File: config.mk
export PLATFORM = sky130hd
export DESIGN_NAME = ldswe_gamma_mem
export DESIGN_NICKNAME = d
export VERILOG_FILES = /design/src/rtl/core/assert_macros.svh /design/src/rtl/core/ldswe_pkg.sv /design/src/rtl/core/ldswe_gamma_mem.sv
export SDC_FILE = /design/constraint.sdc
export NUM_CORES = 2
export LEC_CHECK = 0
export BUFFER_PORTS_ARGS = -buffer_cell sky130_fd_sc_hd__buf_2
export CAP_MARGIN = 20
export CORE_UTILIZATION = 35
export DETAILED_ROUTE_END_ITERATION = 8
export GPL_TIMING_DRIVEN = 0
export SLEW_MARGIN = 20
export SYNTH_ARGS = -nofsm -noshare
export SYNTH_HDL_FRONTEND = slang
export SYNTH_SLANG_ARGS = --single-unit
File: constraint.sdc
create_clock -name clk -period 3.2 [get_ports clk]
set_input_delay 0.64 -clock clk [delete_from_list [all_inputs] [get_ports clk]]
set_output_delay 0.64 -clock clk [all_outputs]
set_load 0.005 [all_outputs]
File: src/rtl/core/assert_macros.svh
// Assertion helpers used by ldswe_issue.
// Both forms are disabled while reset is high.
`ifndef ASSERT_MACROS_SVH
`define ASSERT_MACROS_SVH

`ifndef SYNTHESIS
`define ASSERT_PROP(label, clk, rst, prop) \
  label: assert property (@(posedge clk) disable iff (rst) prop) \
    else $error("concurrent assertion failed");
`define ASSERT_NEXT(label, clk, rst, ante, cons) \
  label: assert property (@(posedge clk) disable iff (rst) (ante) |=> (cons)) \
    else $error("concurrent assertion failed");
`else
`define ASSERT_PROP(label, clk, rst, prop)
`define ASSERT_NEXT(label, clk, rst, ante, cons)
`endif

`endif

File: src/rtl/core/ldswe_pkg.sv
`default_nettype none

package ldswe_pkg;

  localparam int DATA_W      = 16;
  localparam int WORD_W      = 32;
  localparam int ADDR_W      = 8;
  localparam int GAMMA_DEPTH = 256;
  localparam int LE_W        = 5;

  // Latch-enable clock counts of the driver commands.
  localparam logic [LE_W-1:0] CMD_NONE       = 5'd0;
  localparam logic [LE_W-1:0] CMD_DATA_LATCH = 5'd1;
  localparam logic [LE_W-1:0] CMD_PREACTIVE  = 5'd14;
  localparam logic [LE_W-1:0] LE_MAX         = 5'd16;

  typedef enum logic [1:0] {
    OP_PIXEL    = 2'd0,
    OP_TABLE_WR = 2'd1,
    OP_REG_WR   = 2'd2
  } op_t;

  typedef enum logic [1:0] {
    ST_IDLE,
    ST_PIXEL,
    ST_PRE,
    ST_REG
  } state_t;

  typedef struct packed {
    logic              en;
    logic [ADDR_W-1:0] addr;
    logic [DATA_W-1:0] data;
  } wr_t;

  typedef struct packed {
    logic              en;
    logic [ADDR_W-1:0] addr;
  } rd_t;

  typedef struct packed {
    logic              use_mem;
    logic [DATA_W-1:0] data;
    logic [LE_W-1:0]   le_n;
    logic              last;
  } beat_t;

  // Data bit i goes to word bit 2i.
  function automatic logic [WORD_W-1:0] spread16(input logic [DATA_W-1:0] v);
    logic [WORD_W-1:0] w;
    w = '0;
    for (int i = 0; i < DATA_W; i++) begin
      w[2*i] = v[i];
    end
    return w;
  endfunction

  // Odd bits 1, 3, ..., 2n-1; a count above 16 sets every odd bit.
  function automatic logic [WORD_W-1:0] le_mask(input logic [LE_W-1:0] n);
    logic [WORD_W-1:0] m;
    m = '0;
    for (int i = 0; i < DATA_W; i++) begin
      m[2*i+1] = (LE_W'(i) < n);
    end
    return m;
  endfunction

endpackage

`default_nettype wire

File: src/rtl/core/ldswe_gamma_mem.sv
`default_nettype none

module ldswe_gamma_mem (
  input  wire logic                          clk,
  input  wire ldswe_pkg::wr_t                wr,
  input  wire ldswe_pkg::rd_t                rd,
  output logic [ldswe_pkg::DATA_W-1:0]       q
);

  logic [ldswe_pkg::DATA_W-1:0] mem [ldswe_pkg::GAMMA_DEPTH];

  always_ff @(posedge clk) begin
    if (wr.en) begin
      mem[wr.addr] <= wr.data;
    end
  end

  // Read data holds while no read is issued, so a stalled word keeps its value.
  always_ff @(posedge clk) begin
    if (rd.en) begin
      q <= mem[rd.addr];
    end
  end

endmodule

`default_nettype wire

==> results.md <==
- The checks that failed: negative setup slack.
- During placement, the flow inserted port buffers numbering 40.
- Dividing the detail-routed via count by the number of cells gives between 5 and 6.
- The number of warnings reported in the yosys synthesis log is 0.
- Buffers inserted during clock tree synthesis total between 300 and 400.
- The cell count after placement is between 10000 and 15000.
- In this run the standard cell core region covers between 400000 and 500000 um^2.
- Counting every net in the synthesized netlist gives between 7000 and 8000.
- The run finished, with violations left.
- The synthesized area divided by synthesized cell count is 21.6 um^2.
- The number of antenna violations at the first check in global routing is 31.
- Across all setup checks in the final design, the least slack found is -180 ps.
- Static timing analysis puts the maximum clock frequency at roughly 300 MHz.
- The placement row count is between 200 and 250.
- The total routed wirelength is about 500 mm.
- The floorplan step set the die height to between 600 and 700 um.
- The average wire length per cell after detail routing is around 35 um.
- The maximum fanout along the worst path is 10.
- The number of flops mapped to enable cells by yosys is 4112.
- For this run, the detailed router's first-pass iteration total came to 8.
- Of the available clock period, the critical path in the final layout requires 1.06.
- The tightest slew margin relative to the limit is 0.262.
- No sink is reached through more buffers than the 4 on the longest clock path.
- The filler cell count in the final layout is 38900.
- The synthesized design contains between 4000 and 5000 register bits.
- Entering global routing, the biggest net connects about 110 pins.
- The global-route wire length before repair is between 600 and 700 mm.
- The routed design could run at a clock period as short as ~3400 ps.
- The initial standard-cell utilization of the core is 0.351.
- Dividing total power by cell area gives a power density of 602 nW/um^2.
- The critical path goes through clkbuf_2 > inv_1 > buf_4 > clkbuf_4 > clkbuf_2 > a211oi_1 > o21ai_1 > nand3_1 > nor4_4.
- The worst setup path is captured at a flip-flop.
- The critical path's slowest cell is nor4_4.
- The worst path arrival time is between 4000 and 5000 ps.
- The count of pins over their slew limit was 0.
- The fraction of registers with async set/reset is 0.
- TritonCTS built the clock tree.
- Grouping stages by cell kind, the critical path spends the most delay in buffers and inverters.
- The total overflow left after global routing is 0.
- The startpoint identified for the worst hold timing path is wr[6].
- The number of vias in the routed layout is about 83000.
- Counting both buffers and inverters, the worst setup path holds a total of 5.
- The most used flip-flop cell after synthesis is edfxtp_1.
- The synthesized instance count is around 7400.
- The die outline area is 457000 um^2.
- The share of post-route cells with drive strength above 1 is 0.304.
- The final-report setup violation count is 16.
- The multi-input combinational cells in the finished layout cover a total of around 35000 um^2.
- Synthesis instantiated 51 different standard cells from the library.
- The number of max-cap violations is 0.
- The number of routed nets with antenna violations is 0.
- The analysis attributes to cell leakage a power of between 50 and 60 nW.
- The total count of hold-check failures in the final report is 0.
- The horizontal extent of the die is 676 um.
- The type of the worst min-delay path is in2reg.
- The count of pins on the block boundary is a little over 50.
- In this run the worst setup path begins at rd[4].
- At the end of routability-driven placement, the weighted congestion stood at 0.969.
- For this run, the total global-route usage over all layers was measured as 0.218.
- For this run, the share of the core covered by cells in the final layout is 0.412.
- For this run, design rule violations remaining after detail routing come to 0.
- Between clock sinks in the finished design, the worst skew comes to between 50 and 60 ps.
- The post-detailed-placement half-perimeter wirelength is ~350 mm.
- The initial detailed-routing violation count is between 10000 and 15000.
- For this run, the slowest stage of the critical path takes roughly 540 ps.
- After synthesis the cells add up to around 160000 um^2.
- The most numerous cell type found on the critical path is clkbuf_2.
- The worst setup path is launched from a primary input.
- The clock insertion delay at the later pin of the skew report is approximately 990 ps.
- The clock-pin slew of the registers on the worst-case setup and hold paths is 60 ps.
- From synthesis to final layout, the design area changed by 17.2%.
- The slew of the pin with the lowest slew margin is 1110 ps.
- The finished layout holds about 14000 standard cells, fillers aside.
- The cell sitting at the root of the clock tree is a clkbuf_16.
- The critical path in this run is classified as in2reg.
- The number of H-tree levels is 5.
- The sequential cell area is between 100000 and 150000 um^2.
- The via count of the first global-routing pass is between 80000 and 90000.
- The required time at the endpoint of the critical path is 3930 ps.
- The startpoint identified for the worst register-to-register timing path is mem[23][4].
- The sum of negative setup slack is -1660 ps.
- The final layout net count is roughly 8100.
- VDD sags by at most roughly 0.00045 V.
- The sequential element share of the synthesized area is 0.777.
- The clock net in this run drives a total of ~4000 sinks.
==> routing by layer <==
| layer | vias to the layer above | part of all wire | GRT usage |
|---|---|---|---|
| met2 | 4842 | 0.46 | 0.337 |
| met3 | 864 | 0.11 | 0.0584 |
| met5 | - | 0.000026 | 0 |
| met4 | 2 | 0.053 | 0.0989 |
| met1 | 44500 | 0.38 | 0.288 |
| li1 | 32800 | - | - |
==> logic make-up after synthesis <==
family | synth area share
DFF | 0.777
AOI/OAI and AO/OA | 0.0353
and+or+nand+nor | 0.0157
buffers and inverters | 0.0169
muxes | 0.155
==> state kept, by name, indices dropped and copies added, names as in the netlist <==
register	cells
q	16
mem	4096
==> worst register-to-register path: stages, from the launching register on <==
cell	delay (ps)
edfxtp_1	360
mux4_2	520
mux4_2	560
a22o_1	330
o32ai_4	730
nor4_4	140
==> cells in the final DEF (no fill, tap or decap), types with 24 or more instances in the layout <==
cell type	instances
edfxtp_1	4112
mux4_2	797
mux2i_1	565
clkbuf_16	400
nor2_2	210
buf_6	207
o221ai_1	206
clkbuf_1	175
a21oi_1	169
o22ai_1	143
buf_8	99
mux2_2	88
clkbuf_2	86
buf_2	85
clkinv_1	85
buf_4	63
clkinv_2	58
clkbuf_4	50
nor2_4	50
o221ai_2	47
nor2_1	44
nor3_1	43
buf_16	42
nand2_1	37
nor3_2	35
a22oi_1	35
a22o_1	30
buf_12	28
nand3_1	28
nand4_1	26
bufinv_16	24
==> final timing paths <==
kind                      to  slack (ps)  cells past startpoint
setup / recovery       q[14]        -180                      9
hold reg to reg        q[11]        1270                      6
setup reg to reg        q[4]         260                      5
hold / removal    mem[23][6]          50                      1
==> layout make-up <==
class / instances / area share
inverter: 4 / 0.000114
tap: 5976 / 0.0402
clock inverter: 223 / 0.0115
antenna: 13 / 0.000175
multi-input combinational: 2792 / 0.188
buffer: 451 / 0.0176
sequential: 4112 / 0.663
clock buffer: 485 / 0.0555
timing repair buffer: 310 / 0.0236
==> repair_timing <==
action | in CTS | in global routing
pin swaps | 24 | 23
setup endpoints to repair | 129 | 15
gates resized for setup | 399 | 79
buffers inserted | 4 | 3
hold endpoints to repair | 0 | 0
hold buffers | 0 | 0
==> report_power, final <==
part | internal (mW) | total (mW) | switching (mW)
registers | 59.4 | 59.4 | 0.0333
clock network | 25.0 | 45.6 | 20.6
logic | 2.20 | 7.01 | 4.82
total | 86.6 | 112 | 25.5
==> stage by stage <==
step                      hold slack [ps]  total power [mW]  cell area (um^2)  worst slack, ps
after floorplan                       739              63.5            159000              311
after global placement               1050              67.0            167000            -4640
after detailed placement             1030              67.2            172000            -3070
after CTS                            2.58               112            186000            -28.2
after global routing                 35.3               114            186000            -3.17
final                                53.4               112            186000             -180
==> synth_stat cells, drive strengths merged (6+ instances only) <==
master | n | area [um^2]
buf | 222 | 1810
clkbuf | 230 | 863
a22oi | 43 | 323
o31ai | 16 | 120
nor3 | 92 | 460
a22o | 32 | 280
nand3 | 35 | 175
a211oi | 18 | 135
a221oi | 28 | 245
mux2 | 88 | 991
a2111oi | 6 | 52.6
o221ai | 253 | 2220
nor4 | 18 | 119
and3 | 11 | 68.8
a31oi | 6 | 37.5
mux4 | 797 | 17900
nor2b | 9 | 56.3
a21oi | 175 | 876
o22ai | 148 | 926
o32ai | 21 | 191
o21ai | 38 | 190
nor2 | 304 | 1140
nand2 | 38 | 143
edfxtp | 4112 | 123000
nand4 | 26 | 163
mux2i | 565 | 5660
(Power assumes the default switching activity.)
