### src/rtl/core/assert_macros.svh
// Assertion helpers used by ldswe_issue.
// Both forms are disabled while reset is high.
`ifndef ASSERT_MACROS_SVH
`define ASSERT_MACROS_SVH

`ifndef SYNTHESIS
`define ASSERT_PROP(label, clk, rst, prop) \
  label: assert property (@(posedge clk) disable iff (rst) prop) \
    else $error("concurrent assertion failed");
`define ASSERT_NEXT(label, clk, rst, ante, cons) \
  label: assert property (@(posedge clk) disable iff (rst) (ante) |=> (cons)) \
    else $error("concurrent assertion failed");
`else
`define ASSERT_PROP(label, clk, rst, prop)
`define ASSERT_NEXT(label, clk, rst, ante, cons)
`endif

`endif

### src/rtl/core/ldswe_pkg.sv
`default_nettype none

package ldswe_pkg;

  localparam int DATA_W      = 16;
  localparam int WORD_W      = 32;
  localparam int ADDR_W      = 8;
  localparam int GAMMA_DEPTH = 256;
  localparam int LE_W        = 5;

  // Latch-enable clock counts of the driver commands.
  localparam logic [LE_W-1:0] CMD_NONE       = 5'd0;
  localparam logic [LE_W-1:0] CMD_DATA_LATCH = 5'd1;
  localparam logic [LE_W-1:0] CMD_PREACTIVE  = 5'd14;
  localparam logic [LE_W-1:0] LE_MAX         = 5'd16;

  typedef enum logic [1:0] {
    OP_PIXEL    = 2'd0,
    OP_TABLE_WR = 2'd1,
    OP_REG_WR   = 2'd2
  } op_t;

  typedef enum logic [1:0] {
    ST_IDLE,
    ST_PIXEL,
    ST_PRE,
    ST_REG
  } state_t;

  typedef struct packed {
    logic              en;
    logic [ADDR_W-1:0] addr;
    logic [DATA_W-1:0] data;
  } wr_t;

  typedef struct packed {
    logic              en;
    logic [ADDR_W-1:0] addr;
  } rd_t;

  typedef struct packed {
    logic              use_mem;
    logic [DATA_W-1:0] data;
    logic [LE_W-1:0]   le_n;
    logic              last;
  } beat_t;

  // Data bit i goes to word bit 2i.
  function automatic logic [WORD_W-1:0] spread16(input logic [DATA_W-1:0] v);
    logic [WORD_W-1:0] w;
    w = '0;
    for (int i = 0; i < DATA_W; i++) begin
      w[2*i] = v[i];
    end
    return w;
  endfunction

  // Odd bits 1, 3, ..., 2n-1; a count above 16 sets every odd bit.
  function automatic logic [WORD_W-1:0] le_mask(input logic [LE_W-1:0] n);
    logic [WORD_W-1:0] m;
    m = '0;
    for (int i = 0; i < DATA_W; i++) begin
      m[2*i+1] = (LE_W'(i) < n);
    end
    return m;
  endfunction

endpackage

`default_nettype wire

### src/rtl/core/ldswe_if.sv
`default_nettype none


interface ldswe_out_if;
  logic        valid;
  logic        ready;
  logic [31:0] out_word;
  logic        last;

  modport source (output valid, out_word, last, input ready);
  modport sink (input valid, out_word, last, output ready);
endinterface

`default_nettype wire

### src/rtl/core/ldswe_out_stage.sv
`default_nettype none

module ldswe_out_stage (
  input  wire logic                          clk,
  input  wire logic                          rst,
  input  wire ldswe_pkg::beat_t              beat,
  input  wire logic                          beat_valid,
  input  wire logic [ldswe_pkg::DATA_W-1:0]  mem_q,
  output logic                               advance,
  ldswe_out_if.source                        words
);

  logic             b_valid;
  ldswe_pkg::beat_t b_beat;
  logic [ldswe_pkg::DATA_W-1:0] data_sel;

  assign advance = !b_valid || words.ready;

  always_ff @(posedge clk) begin
    if (rst) begin
      b_valid <= 1'b0;
    end else if (advance) begin
      b_valid <= beat_valid;
    end
  end

  // The gamma read is issued on the same edge, so mem_q lines up with b_beat.
  always_ff @(posedge clk) begin
    if (advance && beat_valid) begin
      b_beat <= beat;
    end
  end

  assign data_sel       = b_beat.use_mem ? mem_q : b_beat.data;
  assign words.valid    = b_valid;
  assign words.out_word = ldswe_pkg::spread16(data_sel) | ldswe_pkg::le_mask(b_beat.le_n);
  assign words.last     = b_beat.last;

endmodule

`default_nettype wire

### src/flat_wrapper.sv
// flat-port wrapper written by rule: the top's interface ports become plain ports
module ldswe_out_stage_flat 
  (clk, rst, beat, beat_valid, mem_q, advance, words_valid, words_out_word, words_last, words_ready);
  ldswe_out_if words_i ();
  input  wire logic clk;
  input  wire logic rst;
  input  wire ldswe_pkg::beat_t beat;
  input  wire logic beat_valid;
  input  wire logic [ldswe_pkg::DATA_W-1:0] mem_q;
  output logic advance;
  output wire logic [$bits(words_i.valid)-1:0] words_valid;
  output wire logic [$bits(words_i.out_word)-1:0] words_out_word;
  output wire logic [$bits(words_i.last)-1:0] words_last;
  input wire logic [$bits(words_i.ready)-1:0] words_ready;
  assign words_valid = words_i.valid;
  assign words_out_word = words_i.out_word;
  assign words_last = words_i.last;
  assign words_i.ready = words_ready;
  ldswe_out_stage u_core (.clk(clk), .rst(rst), .beat(beat), .beat_valid(beat_valid), .mem_q(mem_q), .advance(advance), .words(words_i));
endmodule
### config.mk
export PLATFORM = sky130hd
export DESIGN_NAME = ldswe_out_stage_flat
export DESIGN_NICKNAME = d
export VERILOG_FILES = /design/src/rtl/core/assert_macros.svh /design/src/rtl/core/ldswe_pkg.sv /design/src/rtl/core/ldswe_if.sv /design/src/rtl/core/ldswe_out_stage.sv /design/src/flat_wrapper.sv
export SDC_FILE = /design/constraint.sdc
export NUM_CORES = 1
export LEC_CHECK = 0
export BUFFER_PORTS_ARGS = -buffer_cell sky130_fd_sc_hd__buf_4
export CORE_UTILIZATION = 36
export CTS_CLUSTER_SIZE = 30
export DETAILED_ROUTE_END_ITERATION = 16
export GPL_ROUTABILITY_DRIVEN = 0
export GPL_TIMING_DRIVEN = 0
export PLACE_DENSITY_LB_ADDON = 0.3
export SYNTH_ARGS = -nofsm -noshare
export SYNTH_HDL_FRONTEND = slang
export SYNTH_SLANG_ARGS = --single-unit
### constraint.sdc
create_clock -name clk -period 1.45 [get_ports clk]
set_clock_uncertainty 0.1 [all_clocks]
set_input_delay 0.29 -clock clk [delete_from_list [all_inputs] [get_ports clk]]
set_output_delay 0.29 -clock clk [all_outputs]
set_load 0.005 [all_outputs]
==> impl_metrics.json <==
{
  "status": "finished with violations",
  "failed_checks": "negative setup slack",
  "holdWs_ns": 0.0465,
  "start_util_pct": 38.3,
  "hold_viol_final": 0,
  "final.setup.worst_slack_ns": -0.601,
  "gr-usage-all-layers_pct": 16.5,
  "multi_input_area_sq_um": 422,
  "drt-pass1-iter-count": 3,
  "ys_seq_area_share_pct": 66.7,
  "clock_sinks": 24,
  "rr_worst_depth": 2,
  "crit_arrival_ns": 1.66,
  "synth_top_flop_cell": "edfxtp_1",
  "clockRootBuffer": "clkbuf_4",
  "syn-num-nets": 115,
  "min_path_type": "in -> reg",
  "netlist-cell-type-count": 18,
  "vias": 933,
  "syn_area_sq_um": 1070,
  "slowest_delay_ns": 0.53,
  "clk_latency_ns": 0.31,
  "syn_avg_cell_area_sq_um": 14.8,
  "routedWlPerCell_microns": 14.7,
  "min_period_ns": 2.05,
  "endpoint_kind": "output port",
  "nets": 210,
  "yosys_warnings": 0,
  "drive_above_1_share_pct": 78.3,
  "synthTopCellsByCount": "edfxtp_1 (23), mux2_2 (16), nand2_1 (6)",
  "crit_start": "u_core.b_beat[4]$_DFFE_PP_",
  "hp-start": "beat[15]",
  "drv_slew": 0,
  "cap_violations": 0,
  "htreeDepth": 1,
  "boundaryPins": 78,
  "cp_slowest_cell": "or4_4",
  "setup-tns-final_ns": -11.28,
  "via_per_inst": 4.74,
  "synth-edff-count": 23,
  "grt_pass1_wl_mm": 3.94,
  "numCtsBuffers": 3,
  "grt_max_degree": 24,
  "grt_pass1_vias": 896,
  "ys_ff_latch": 24,
  "fmax_ghz": 0.488,
  "yosys-top-cells-area": "edfxtp_1 (65%), mux2_2 (17%), nand2b_1 (2.3%)",
  "dieArea_sq_um": 3180,
  "seqCellArea_sq_um": 711,
  "antenna_cells": 0,
  "ir_drop_uv": 731,
  "min_path_cells": 1,
  "clk_path_buf_depth": 2,
  "yosysMostFrequentCell": "edfxtp_1",
  "first_iter_violations": 28,
  "overflow": 0,
  "syn_to_final_growth_pct": 94.5,
  "clk_pin_slew_ns": 0.13,
  "synth.largest_area_cell": "edfxtp_1",
  "r2r_start": "u_core.words.valid$_SDFFE_PP0P_",
  "port_buffers": 77,
  "syn_inst": 72,
  "crit_chain": "or4_4, or2_1, buf_4",
  "coreArea_sq_um": 2780,
  "cts_tree": "built",
  "leakagePower_nw": 0.910,
  "ant_nets": 0,
  "synthArstFlopShare_pct": 0,
  "crit_type": "reg -> out",
  "place_hpwl_mm": 1.67,
  "slew_headroom_pct": 79.9,
  "rows": 19,
  "dieHeight_microns": 56.4,
  "antenna_found_initial": 0,
  "cp.required_ns": 1.06,
  "finalCritPeriodShare_pct": 141,
  "drc": 0,
  "path_max_fanout": 2,
  "synth_top_area_share_pct": 64.8,
  "setup_viol": 32,
  "rsz0062_at_grt": "true",
  "worst_slew_pin_slew_ns": 0.302,
  "drt_wl_total_mm": 2.90,
  "critPathLaunchType": "register",
  "n_fill_cell": 182,
  "power_density_nw_per_um2": 756,
  "utilization_pct": 74.5,
  "die_x_microns": 56.4
}
==> cells by family after synthesis <==
family | count (synthesis) | synth area share, %
AO/OA/AOI/OAI | 8 | 4.58
flip-flops | 24 | 66.7
multiplexers | 16 | 16.9
buffers and inverters | 6 | 3.05
AND/OR/NAND/NOR | 18 | 8.80
==> power by group <==
part | total [mW] | internal [mW] | switching [mW] | leakage, nW
Clock | 0.304 | 0.107 | 0.197 | 0.0150
Combinational | 0.440 | 0.291 | 0.149 | 0.665
Sequential | 0.823 | 0.807 | 0.0157 | 0.231
Total | 1.57 | 1.21 | 0.362 | 0.910
==> cells in the final DEF, fill, tap and decap left out, drive strengths merged <==
| cell type | Yosys | layout |
|---|---|---|
| nand2b | 4 | 4 |
| o21bai | 2 | 2 |
| o21ai | 2 | 2 |
| nand2 | 6 | 6 |
| edfxtp | 23 | 23 |
| clkbuf | 0 | 4 |
| or2 | 1 | 1 |
| or4 | 1 | 1 |
| a31o | 1 | 1 |
| inv | 2 | 2 |
| buf | 4 | 93 |
| nor2 | 3 | 3 |
| dfxtp | 1 | 1 |
| mux2 | 16 | 16 |
| or3 | 1 | 1 |
| and2 | 1 | 1 |
| nand3 | 1 | 1 |
| a21oi | 3 | 3 |
| dlygate4sd3 | 0 | 1 |
==> layer usage <==
metal | track usage (%) | share of wire (%) | routed length, microns
met4 | 5.57 | 0.52 | 15
met3 | 3.23 | 6.9 | 201
met1 | 17.9 | 36 | 1030
met5 | 0 | 0 | 0
met2 | 31.8 | 57 | 1650
==> final timing paths <==
path	slack, ns	to
worst max-delay path	-0.60	words_out_word[1]
worst min-delay path	0.05	u_core.b_beat[15]$_DFFE_PP_
worst max register to register	0.24	u_core.b_beat[2]$_DFFE_PP_
worst min register to register	0.45	u_core.words.valid$_SDFFE_PP0P_
==> cell type report <==
class,instances,area share (%)
Sequential cell,24,34.3
Clock buffer,4,1.27
Inverter,2,0.362
Buffer,2,1.27
Tap cell,31,1.87
Multi-Input combinational cell,42,20.3
Timing Repair Buffer,92,40.6
==> critical path, delay by kind of cell (launching register included) <==
family	cells	cell delay (ns)
buffers and inverters	1	0.13
flip-flops	1	0.45
AND/OR/NAND/NOR	2	0.77
==> registers in the layout, summed over array words and instances (netlist names) <==
| signal | cells |
|---|---|
| u_core.words.valid | 1 |
| u_core.b_beat | 22 |
| u_core.words.last | 1 |
==> metrics by stage <==
step | setup WS (ns) | cells | total power, mW | cell area (sq um)
floorplan | -0.183 | 72 | 0.944 | 1070
global placement | -0.323 | 180 | 1.13 | 1680
detailed placement | -0.343 | 180 | 1.14 | 1680
CTS | -0.608 | 191 | 1.51 | 1910
global route | -0.636 | 197 | 1.64 | 2070
finish | -0.601 | 197 | 1.57 | 2070
==> what timing repair did <==
action,4_1_cts,5_1_grt
gates resized for setup,32,32
hold buffers,0,1
endpoints found under the hold margin,0,1
gates cloned,1,0
pin swaps,4,5
buffers inserted,6,7
endpoints found under the setup margin,32,55
Power figures use the tool's default switching activity.
