`config.mk`:
```
export PLATFORM = sky130hd
export DESIGN_NAME = ldswe_issue_flat
export DESIGN_NICKNAME = d
export VERILOG_FILES = /design/src/rtl/core/ldswe_pkg.sv /design/src/rtl/core/ldswe_if.sv /design/src/rtl/core/ldswe_issue.sv /design/src/flat_wrapper.sv
export VERILOG_INCLUDE_DIRS = /design/src /design/src/rtl/core
export SDC_FILE = /design/constraint.sdc
export NUM_CORES = 1
export LEC_CHECK = 0
export ABC_AREA = 1
export BUFFER_PORTS_ARGS = -buffer_cell sky130_fd_sc_hd__clkbuf_2
export CAP_MARGIN = 20
export CORE_UTILIZATION = 25
export DETAILED_ROUTE_END_ITERATION = 16
export GPL_TIMING_DRIVEN = 0
export SETUP_SLACK_MARGIN = 0.4
export SYNTH_ARGS = -nofsm -noshare
export SYNTH_HDL_FRONTEND = slang
export SYNTH_SLANG_ARGS = --single-unit
```
`constraint.sdc`:
```
create_clock -name clk -period 4.6 [get_ports clk]
set_input_delay 0.92 -clock clk [delete_from_list [all_inputs] [get_ports clk]]
set_output_delay 0.92 -clock clk [all_outputs]
set_load 0.02 [all_outputs]
```
`src/rtl/core/assert_macros.svh`:
```
// Assertion helpers used by ldswe_issue.
// Both forms are disabled while reset is high.
`ifndef ASSERT_MACROS_SVH
`define ASSERT_MACROS_SVH

`ifndef SYNTHESIS
`define ASSERT_PROP(label, clk, rst, prop) \
  label: assert property (@(posedge clk) disable iff (rst) prop) \
    else $error("concurrent assertion failed");
`define ASSERT_NEXT(label, clk, rst, ante, cons) \
  label: assert property (@(posedge clk) disable iff (rst) (ante) |=> (cons)) \
    else $error("concurrent assertion failed");
`else
`define ASSERT_PROP(label, clk, rst, prop)
`define ASSERT_NEXT(label, clk, rst, ante, cons)
`endif

`endif

```
`src/rtl/core/ldswe_pkg.sv`:
```
`default_nettype none

package ldswe_pkg;

  localparam int DATA_W      = 16;
  localparam int WORD_W      = 32;
  localparam int ADDR_W      = 8;
  localparam int GAMMA_DEPTH = 256;
  localparam int LE_W        = 5;

  // Latch-enable clock counts of the driver commands.
  localparam logic [LE_W-1:0] CMD_NONE       = 5'd0;
  localparam logic [LE_W-1:0] CMD_DATA_LATCH = 5'd1;
  localparam logic [LE_W-1:0] CMD_PREACTIVE  = 5'd14;
  localparam logic [LE_W-1:0] LE_MAX         = 5'd16;

  typedef enum logic [1:0] {
    OP_PIXEL    = 2'd0,
    OP_TABLE_WR = 2'd1,
    OP_REG_WR   = 2'd2
  } op_t;

  typedef enum logic [1:0] {
    ST_IDLE,
    ST_PIXEL,
    ST_PRE,
    ST_REG
  } state_t;

  typedef struct packed {
    logic              en;
    logic [ADDR_W-1:0] addr;
    logic [DATA_W-1:0] data;
  } wr_t;

  typedef struct packed {
    logic              en;
    logic [ADDR_W-1:0] addr;
  } rd_t;

  typedef struct packed {
    logic              use_mem;
    logic [DATA_W-1:0] data;
    logic [LE_W-1:0]   le_n;
    logic              last;
  } beat_t;

  // Data bit i goes to word bit 2i.
  function automatic logic [WORD_W-1:0] spread16(input logic [DATA_W-1:0] v);
    logic [WORD_W-1:0] w;
    w = '0;
    for (int i = 0; i < DATA_W; i++) begin
      w[2*i] = v[i];
    end
    return w;
  endfunction

  // Odd bits 1, 3, ..., 2n-1; a count above 16 sets every odd bit.
  function automatic logic [WORD_W-1:0] le_mask(input logic [LE_W-1:0] n);
    logic [WORD_W-1:0] m;
    m = '0;
    for (int i = 0; i < DATA_W; i++) begin
      m[2*i+1] = (LE_W'(i) < n);
    end
    return m;
  endfunction

endpackage

`default_nettype wire

```
`src/rtl/core/ldswe_if.sv`:
```
`default_nettype none

interface ldswe_in_if;
  logic        valid;
  logic        ready;
  logic [1:0]  operation;
  logic [7:0]  red;
  logic [7:0]  green;
  logic [7:0]  blue;
  logic        latch;
  logic [7:0]  table_index;
  logic [15:0] table_value;
  logic [5:0]  command_code;
  logic [15:0] reg_value_a;
  logic [15:0] reg_value_b;
  logic [15:0] reg_value_c;

  modport source (
    output valid, operation, red, green, blue, latch, table_index, table_value,
           command_code, reg_value_a, reg_value_b, reg_value_c,
    input  ready
  );
  modport sink (
    input  valid, operation, red, green, blue, latch, table_index, table_value,
           command_code, reg_value_a, reg_value_b, reg_value_c,
    output ready
  );
endinterface


`default_nettype wire

```
`src/rtl/core/ldswe_issue.sv`:
```
`default_nettype none
`include "assert_macros.svh"

module ldswe_issue #(
  parameter int CHAIN_LENGTH = 3
) (
  input  wire logic              clk,
  input  wire logic              rst,
  ldswe_in_if.sink               items,
  input  wire logic              advance,
  output ldswe_pkg::beat_t       beat,
  output logic                   beat_valid,
  output ldswe_pkg::rd_t         rd,
  output ldswe_pkg::wr_t         wr
);

  localparam int CHIP_W = (CHAIN_LENGTH > 1) ? $clog2(CHAIN_LENGTH) : 1;
  localparam logic [CHIP_W-1:0] LAST_CHIP = CHIP_W'(CHAIN_LENGTH - 1);

  ldswe_pkg::state_t state, state_next;
  logic [1:0]        pos;
  logic [CHIP_W-1:0] chip;

  logic [7:0]  red, green, blue;
  logic        latch, black;
  logic [15:0] va, vb, vc;
  logic [ldswe_pkg::LE_W-1:0] first_cnt, second_cnt, third_cnt;
  logic [ldswe_pkg::LE_W-1:0] first_cnt_next, second_cnt_next, third_cnt_next;
  logic [5:0]  cmd_hi, rem_mid, sec_raw;

  logic accept, step, last_chip;

  assign accept    = items.valid && items.ready;
  assign step      = beat_valid && advance;
  assign last_chip = (chip == LAST_CHIP);

  assign items.ready = (state == ldswe_pkg::ST_IDLE) || (step && beat.last);

  // Spread the command's clocks over the last chip's three words, 16 at most on each.
  always_comb begin
    cmd_hi  = items.command_code - 6'd32;
    rem_mid = (items.command_code > 6'd32) ? 6'd32 : items.command_code;
    sec_raw = rem_mid - 6'd16;
    if (items.command_code <= 6'd32) begin
      first_cnt_next = ldswe_pkg::CMD_NONE;
    end else if (cmd_hi > 6'd16) begin
      first_cnt_next = ldswe_pkg::LE_MAX;
    end else begin
      first_cnt_next = cmd_hi[4:0];
    end
    second_cnt_next = (rem_mid > 6'd16) ? sec_raw[4:0] : ldswe_pkg::CMD_NONE;
    third_cnt_next  = (rem_mid > 6'd16) ? ldswe_pkg::LE_MAX : rem_mid[4:0];
  end

  always_comb begin
    state_next = state;
    case (state)
      ldswe_pkg::ST_IDLE: begin
        state_next = ldswe_pkg::ST_IDLE;
      end
      ldswe_pkg::ST_PIXEL: begin
        if (step && pos == 2'd2) state_next = ldswe_pkg::ST_IDLE;
      end
      ldswe_pkg::ST_PRE: begin
        if (step) state_next = ldswe_pkg::ST_REG;
      end
      ldswe_pkg::ST_REG: begin
        if (step && last_chip && pos == 2'd2) state_next = ldswe_pkg::ST_IDLE;
      end
      default: begin
        state_next = ldswe_pkg::ST_IDLE;
      end
    endcase
    if (accept) begin
      case (items.operation)
        ldswe_pkg::OP_PIXEL:  state_next = ldswe_pkg::ST_PIXEL;
        ldswe_pkg::OP_REG_WR: state_next = ldswe_pkg::ST_PRE;
        default:              state_next = ldswe_pkg::ST_IDLE;
      endcase
    end
  end

  always_ff @(posedge clk) begin
    if (rst) begin
      state <= ldswe_pkg::ST_IDLE;
      pos   <= 2'd0;
      chip  <= '0;
    end else begin
      state <= state_next;
      if (accept) begin
        pos  <= 2'd0;
        chip <= '0;
      end else if (step) begin
        case (state)
          ldswe_pkg::ST_PIXEL: begin
            pos <= pos + 2'd1;
          end
          ldswe_pkg::ST_REG: begin
            if (pos == 2'd2) begin
              pos  <= 2'd0;
              chip <= chip + CHIP_W'(1);
            end else begin
              pos <= pos + 2'd1;
            end
          end
          default: begin
            pos <= 2'd0;
          end
        endcase
      end
    end
  end

  always_ff @(posedge clk) begin
    if (accept) begin
      red        <= items.red;
      green      <= items.green;
      blue       <= items.blue;
      latch      <= items.latch;
      black      <= ((items.red | items.green | items.blue) == 8'd0);
      va         <= items.reg_value_a;
      vb         <= items.reg_value_b;
      vc         <= items.reg_value_c;
      first_cnt  <= first_cnt_next;
      second_cnt <= second_cnt_next;
      third_cnt  <= third_cnt_next;
    end
  end

  always_comb begin
    beat_valid   = (state != ldswe_pkg::ST_IDLE);
    beat.use_mem = 1'b0;
    beat.data    = '0;
    beat.le_n    = ldswe_pkg::CMD_NONE;
    beat.last    = 1'b0;
    case (state)
      ldswe_pkg::ST_PIXEL: begin
        beat.use_mem = !black;
        beat.last    = (pos == 2'd2);
        if (pos == 2'd2 && latch) beat.le_n = ldswe_pkg::CMD_DATA_LATCH;
      end
      ldswe_pkg::ST_PRE: begin
        beat.le_n = ldswe_pkg::CMD_PREACTIVE;
      end
      ldswe_pkg::ST_REG: begin
        case (pos)
          2'd0: begin
            beat.data = vc;
            if (last_chip) beat.le_n = first_cnt;
          end
          2'd1: begin
            beat.data = vb;
            if (last_chip) beat.le_n = second_cnt;
          end
          default: begin
            beat.data = va;
            if (last_chip) beat.le_n = third_cnt;
            beat.last = last_chip;
          end
        endcase
      end
      default: begin
        beat_valid = 1'b0;
      end
    endcase
  end

  always_comb begin
    rd.en = step && beat.use_mem;
    case (pos)
      2'd0:    rd.addr = red;
      2'd1:    rd.addr = green;
      default: rd.addr = blue;
    endcase
    // A table write goes straight to memory in the cycle it is accepted.
    wr.en   = accept && (items.operation == ldswe_pkg::OP_TABLE_WR);
    wr.addr = items.table_index;
    wr.data = items.table_value;
  end

  `ASSERT_NEXT(a_stall_holds, clk, rst, beat_valid && !advance,
               $stable(state) && $stable(pos) && $stable(chip))
  `ASSERT_PROP(a_chip_bound, clk, rst, (state == ldswe_pkg::ST_REG) |-> (chip <= LAST_CHIP))
  `ASSERT_PROP(a_read_pixel, clk, rst, rd.en |-> (state == ldswe_pkg::ST_PIXEL && !black))

endmodule

`default_nettype wire

```
`src/flat_wrapper.sv`:
```
// flat-port wrapper written by rule: the top's interface ports become plain ports
module ldswe_issue_flat 
#(
  parameter int CHAIN_LENGTH = 3
)
  (clk, rst, advance, beat, beat_valid, rd, wr, items_valid, items_operation, items_red, items_green, items_blue, items_latch, items_table_index, items_table_value, items_command_code, items_reg_value_a, items_reg_value_b, items_reg_value_c, items_ready);
  ldswe_in_if items_i ();
  input  wire logic clk;
  input  wire logic rst;
  input  wire logic advance;
  output ldswe_pkg::beat_t beat;
  output logic beat_valid;
  output ldswe_pkg::rd_t rd;
  output ldswe_pkg::wr_t wr;
  input wire logic [$bits(items_i.valid)-1:0] items_valid;
  input wire logic [$bits(items_i.operation)-1:0] items_operation;
  input wire logic [$bits(items_i.red)-1:0] items_red;
  input wire logic [$bits(items_i.green)-1:0] items_green;
  input wire logic [$bits(items_i.blue)-1:0] items_blue;
  input wire logic [$bits(items_i.latch)-1:0] items_latch;
  input wire logic [$bits(items_i.table_index)-1:0] items_table_index;
  input wire logic [$bits(items_i.table_value)-1:0] items_table_value;
  input wire logic [$bits(items_i.command_code)-1:0] items_command_code;
  input wire logic [$bits(items_i.reg_value_a)-1:0] items_reg_value_a;
  input wire logic [$bits(items_i.reg_value_b)-1:0] items_reg_value_b;
  input wire logic [$bits(items_i.reg_value_c)-1:0] items_reg_value_c;
  output wire logic [$bits(items_i.ready)-1:0] items_ready;
  assign items_i.valid = items_valid;
  assign items_i.operation = items_operation;
  assign items_i.red = items_red;
  assign items_i.green = items_green;
  assign items_i.blue = items_blue;
  assign items_i.latch = items_latch;
  assign items_i.table_index = items_table_index;
  assign items_i.table_value = items_table_value;
  assign items_i.command_code = items_command_code;
  assign items_i.reg_value_a = items_reg_value_a;
  assign items_i.reg_value_b = items_reg_value_b;
  assign items_i.reg_value_c = items_reg_value_c;
  assign items_ready = items_i.ready;
  ldswe_issue #(.CHAIN_LENGTH(CHAIN_LENGTH)) u_core (.clk(clk), .rst(rst), .items(items_i), .advance(advance), .beat(beat), .beat_valid(beat_valid), .rd(rd), .wr(wr));
endmodule
```
==> summary.md <==
| Metric | Value |
|---|---|
| Status | finished, final reports clean |
| CTS Sinks | 95 |
| Post-synth EDFFs | 89 |
| Psw | 0.7298 mW |
| Cells along the critical path | inv_1 -> ha_1 -> nor2_4 -> clkbuf_1 -> nand2_1 -> a31oi_1 -> clkbuf_2 |
| Final Setup Violations | 0 |
| Dpl hpwl | 7.646 mm |
| Routed Antenna Nets | 0 |
| Max-cap viol count | 0 |
| Syn Nets | 469 |
| Ys async rst share | 0 |
| Largest net degree at the start of global routing | 54 |
| Worst r2r src | u_core.pos[0] |
| Core area | 16060 sq um |
| Hold-fix buffers at CTS | 0 |
| Post-synthesis instance total | 355 |
| RSZ-0062 raised after global routing | no |
| CP Launch Point | u_core.pos[0] |
| Post-synth cell types | 31 |
| Internal Dissipation | 1.721 mW |
| Avg Cell Area, Syn | 11.70 sq um |
| Nets@finish | 622 |
| Vias/cell | 4.274 |
| Vias in the first global route | 3033 |
| Grt total ovfl | 0 |
| First-pass GRT wire length | 15.03 mm |
| Slew HR | 0.6458 |
| Share of cells above drive strength 1 | 0.3840 |
| Share of the synthesized area in the top cell type | 0.6436 |
| Drt first pass iters | 4 |
| GRT Util Overall | 0.1205 |
| Fin Clk Skew | 6.669 ps |
| Antenna diodes | 0 |
| Slowest stage cell, crit path | clkbuf_1 |
| Yosys top cell by area | edfxtp_1 |
| Worst-Margin Slew | 531.3 ps |
| Antenna violations before repair | 0 |
| Yosys reg bits | 95 |
| Clk Tree Root Cell | clkbuf_16 |
| Height of the die | 130.9 um |
| Final Util | 0.3398 |
| Hold Crit Class | flop to flop |
| CP peak stage delay | 450 ps |
| Final Hold Violating Endpoints | 0 |
| Die area | 17130 sq um |
| Largest cells by area after synthesis | edfxtp_1, nand2_1, buf_4 |
| Routed Wire Length | 10.10 mm |
| Initial DRC count | 84 |
| Critical path type | flop to output port |
| Tcrit/Tclk final | 0.7093 |
| Pwr dens | 449.2 nW/um^2 |
| Register area share after synthesis | 0.6725 |
| Flop pwr share | 0.481 |
| R2R Setup Slk | 2040 ps |
| Crit path time final | 3263 ps |
| P_leak | 2.336 nW |
| Power share of the combinational group | 0.217 |
| Syn-to-layout area delta | 31.39% |
| CTS tree | done |
| Max FO, Critical Path | 10 |
| Net Sw Frac | 0.2977 |
| Number of cells on the worst reg-to-reg path | 10 |
| Critical path endpoint | beat[14] |
| Setup crit end kind | output port |
| Vias post-DR | 3116 |
| Clock network power share | 0.302 |
| Post-CTS Setup Bufs | 0 |
| Number of I/O pins | 168 |
| Core Rows | 46 |
| Die width | 130.9 um |
| VDD IR max | 216.6 uV |
| Post-cts sizing count | 0 |
| CTS clk-pin slew, worst paths | 60 ps |
| Synth top cells by count | nand2_1, edfxtp_1, inv_1 |
| H-tree Lvls | 3 |
| Worst path required time | 3680 ps |
| Critical R2R Capture | u_core.vc[13] |
| Buffers added on ports | 141 |
| Hold Path Depth | 2 |
| Highest Clock Rate | 306.5 MHz |
| Crit start category | flop |
| Global placer's final weighted congestion | 0.8204 |
| Residual DRC count | 0 |
| Top-count cell post-synth | nand2_1 |
| Max clock buf depth | 2 |
| Max-slew violations | 0 |
| Routed len/inst | 13.85 um |
| Initial Util | 0.2586 |
| Synth warnings | 0 |
| Main synth FF type | edfxtp_1 |
| Setup TNS | 0 ps |
| Worst-Skew Late Latency | 340 ps |
| TritonCTS Buffers | 9 |
| WP data arrival | 2340 ps |
| Mapped Area | 4153 sq um |
[registers in the layout, indices dropped and copies added (netlist names)]
register           cells
u_core.black           1
u_core.state           2
u_core.green           8
u_core.second_cnt      5
u_core.va             16
u_core.latch           1
u_core.chip            2
u_core.vb             16
u_core.first_cnt       5
u_core.blue            8
u_core.third_cnt       5
u_core.red             8
u_core.pos             2
u_core.vc             16
[metrics by stage]
step           cell area, sq um  setup slack, ps  hold slack [ps]  std cells  power [mW]
2_1_floorplan              4153             1092            455.8        355       1.535
3_3_place_gp               5129            313.0            469.2        712       1.721
3_5_place_dp               5159             1611            491.0        713       1.740
4_1_cts                    5456             1221            500.3        729       2.487
5_1_grt                    5456             1087            517.1        729       2.579
6_report                   5456             1337            507.1        729       2.451
[critical path, delay by kind of cell, from the launching register on]
kind            cells  cell delay [ps]
flops               1              370
buf+inv             3              780
simple gates        2              410
compound gates      1              180
fa+ha+maj           1              260
[worst min-delay path by stage]
stage / end / slack [ps] / start
finish: u_core.pos[1] / 510 / u_core.pos[1]
global route: u_core.pos[1] / 520 / u_core.pos[1]
CTS: u_core.pos[1] / 500 / u_core.pos[1]
detailed placement: u_core.pos[1] / 490 / u_core.pos[1]
global placement: u_core.pos[1] / 470 / u_core.pos[1]
floorplan: u_core.pos[1] / 460 / u_core.pos[1]
[final cells by class]
cell class | instances | area (sq um)
multi-input cells | 196 | 1023
well taps | 216 | 270.3
clock buffers | 9 | 225.2
repair buffers | 142 | 733.2
inverters | 28 | 110.1
flip-flops and latches | 95 | 2793
clock inverters | 7 | 72.57
plain buffers | 36 | 229.0
fillers | 1620 | 10600
[layout by cell type, fill, tap and decap left out, types with 2 or more instances in the layout]
cell type / n
clkbuf_2: 141
nand2_1: 90
edfxtp_1: 89
inv_1: 25
nor2_1: 24
buf_4: 24
a31oi_1: 17
nand3_1: 12
clkbuf_16: 9
a22oi_1: 8
clkbuf_1: 7
a21oi_1: 6
nor4_1: 6
dfxtp_1: 6
a22o_1: 5
ha_1: 5
nor3_1: 4
buf_2: 3
nand2_4: 3
nand2_2: 3
nor2_4: 2
buf_1: 2
inv_4: 2
nand4_1: 2
o21ai_0: 2
clkinv_4: 2
[cells by family (layout without fill, tap and decap cells)]
kind of cell               count (synthesis)  count (layout)  share of synthesized area
and+or+nand+nor                          147             147                     0.1567
adders and majority gates                  5               5                    0.01506
DFF                                       95              95                     0.6725
buffers and inverters                     64             222                    0.08105
xor gates and xnor gates                   1               1                   0.002109
AOI/OAI and AO/OA                         43              43                    0.07261
[routing by layer]
layer	vias to the layer above	routed length (um)	global-route usage
li1	1527	-	-
met1	1438	4290	0.1417
met2	138	4899	0.2042
met3	13	725	0.03379
met4	0	184	0.05477
met5	-	0	0
[power groups by stage]
stage	combinational (mW)	clock (mW)	sequential, mW
5_1_grt	0.592	0.796	1.19
2_1_floorplan	0.336	0	1.20
6_report	0.531	0.741	1.18
4_1_cts	0.543	0.764	1.18
3_3_place_gp	0.509	0	1.21
3_5_place_dp	0.541	0	1.20
Note: power is estimated with default switching activity, not from simulation.
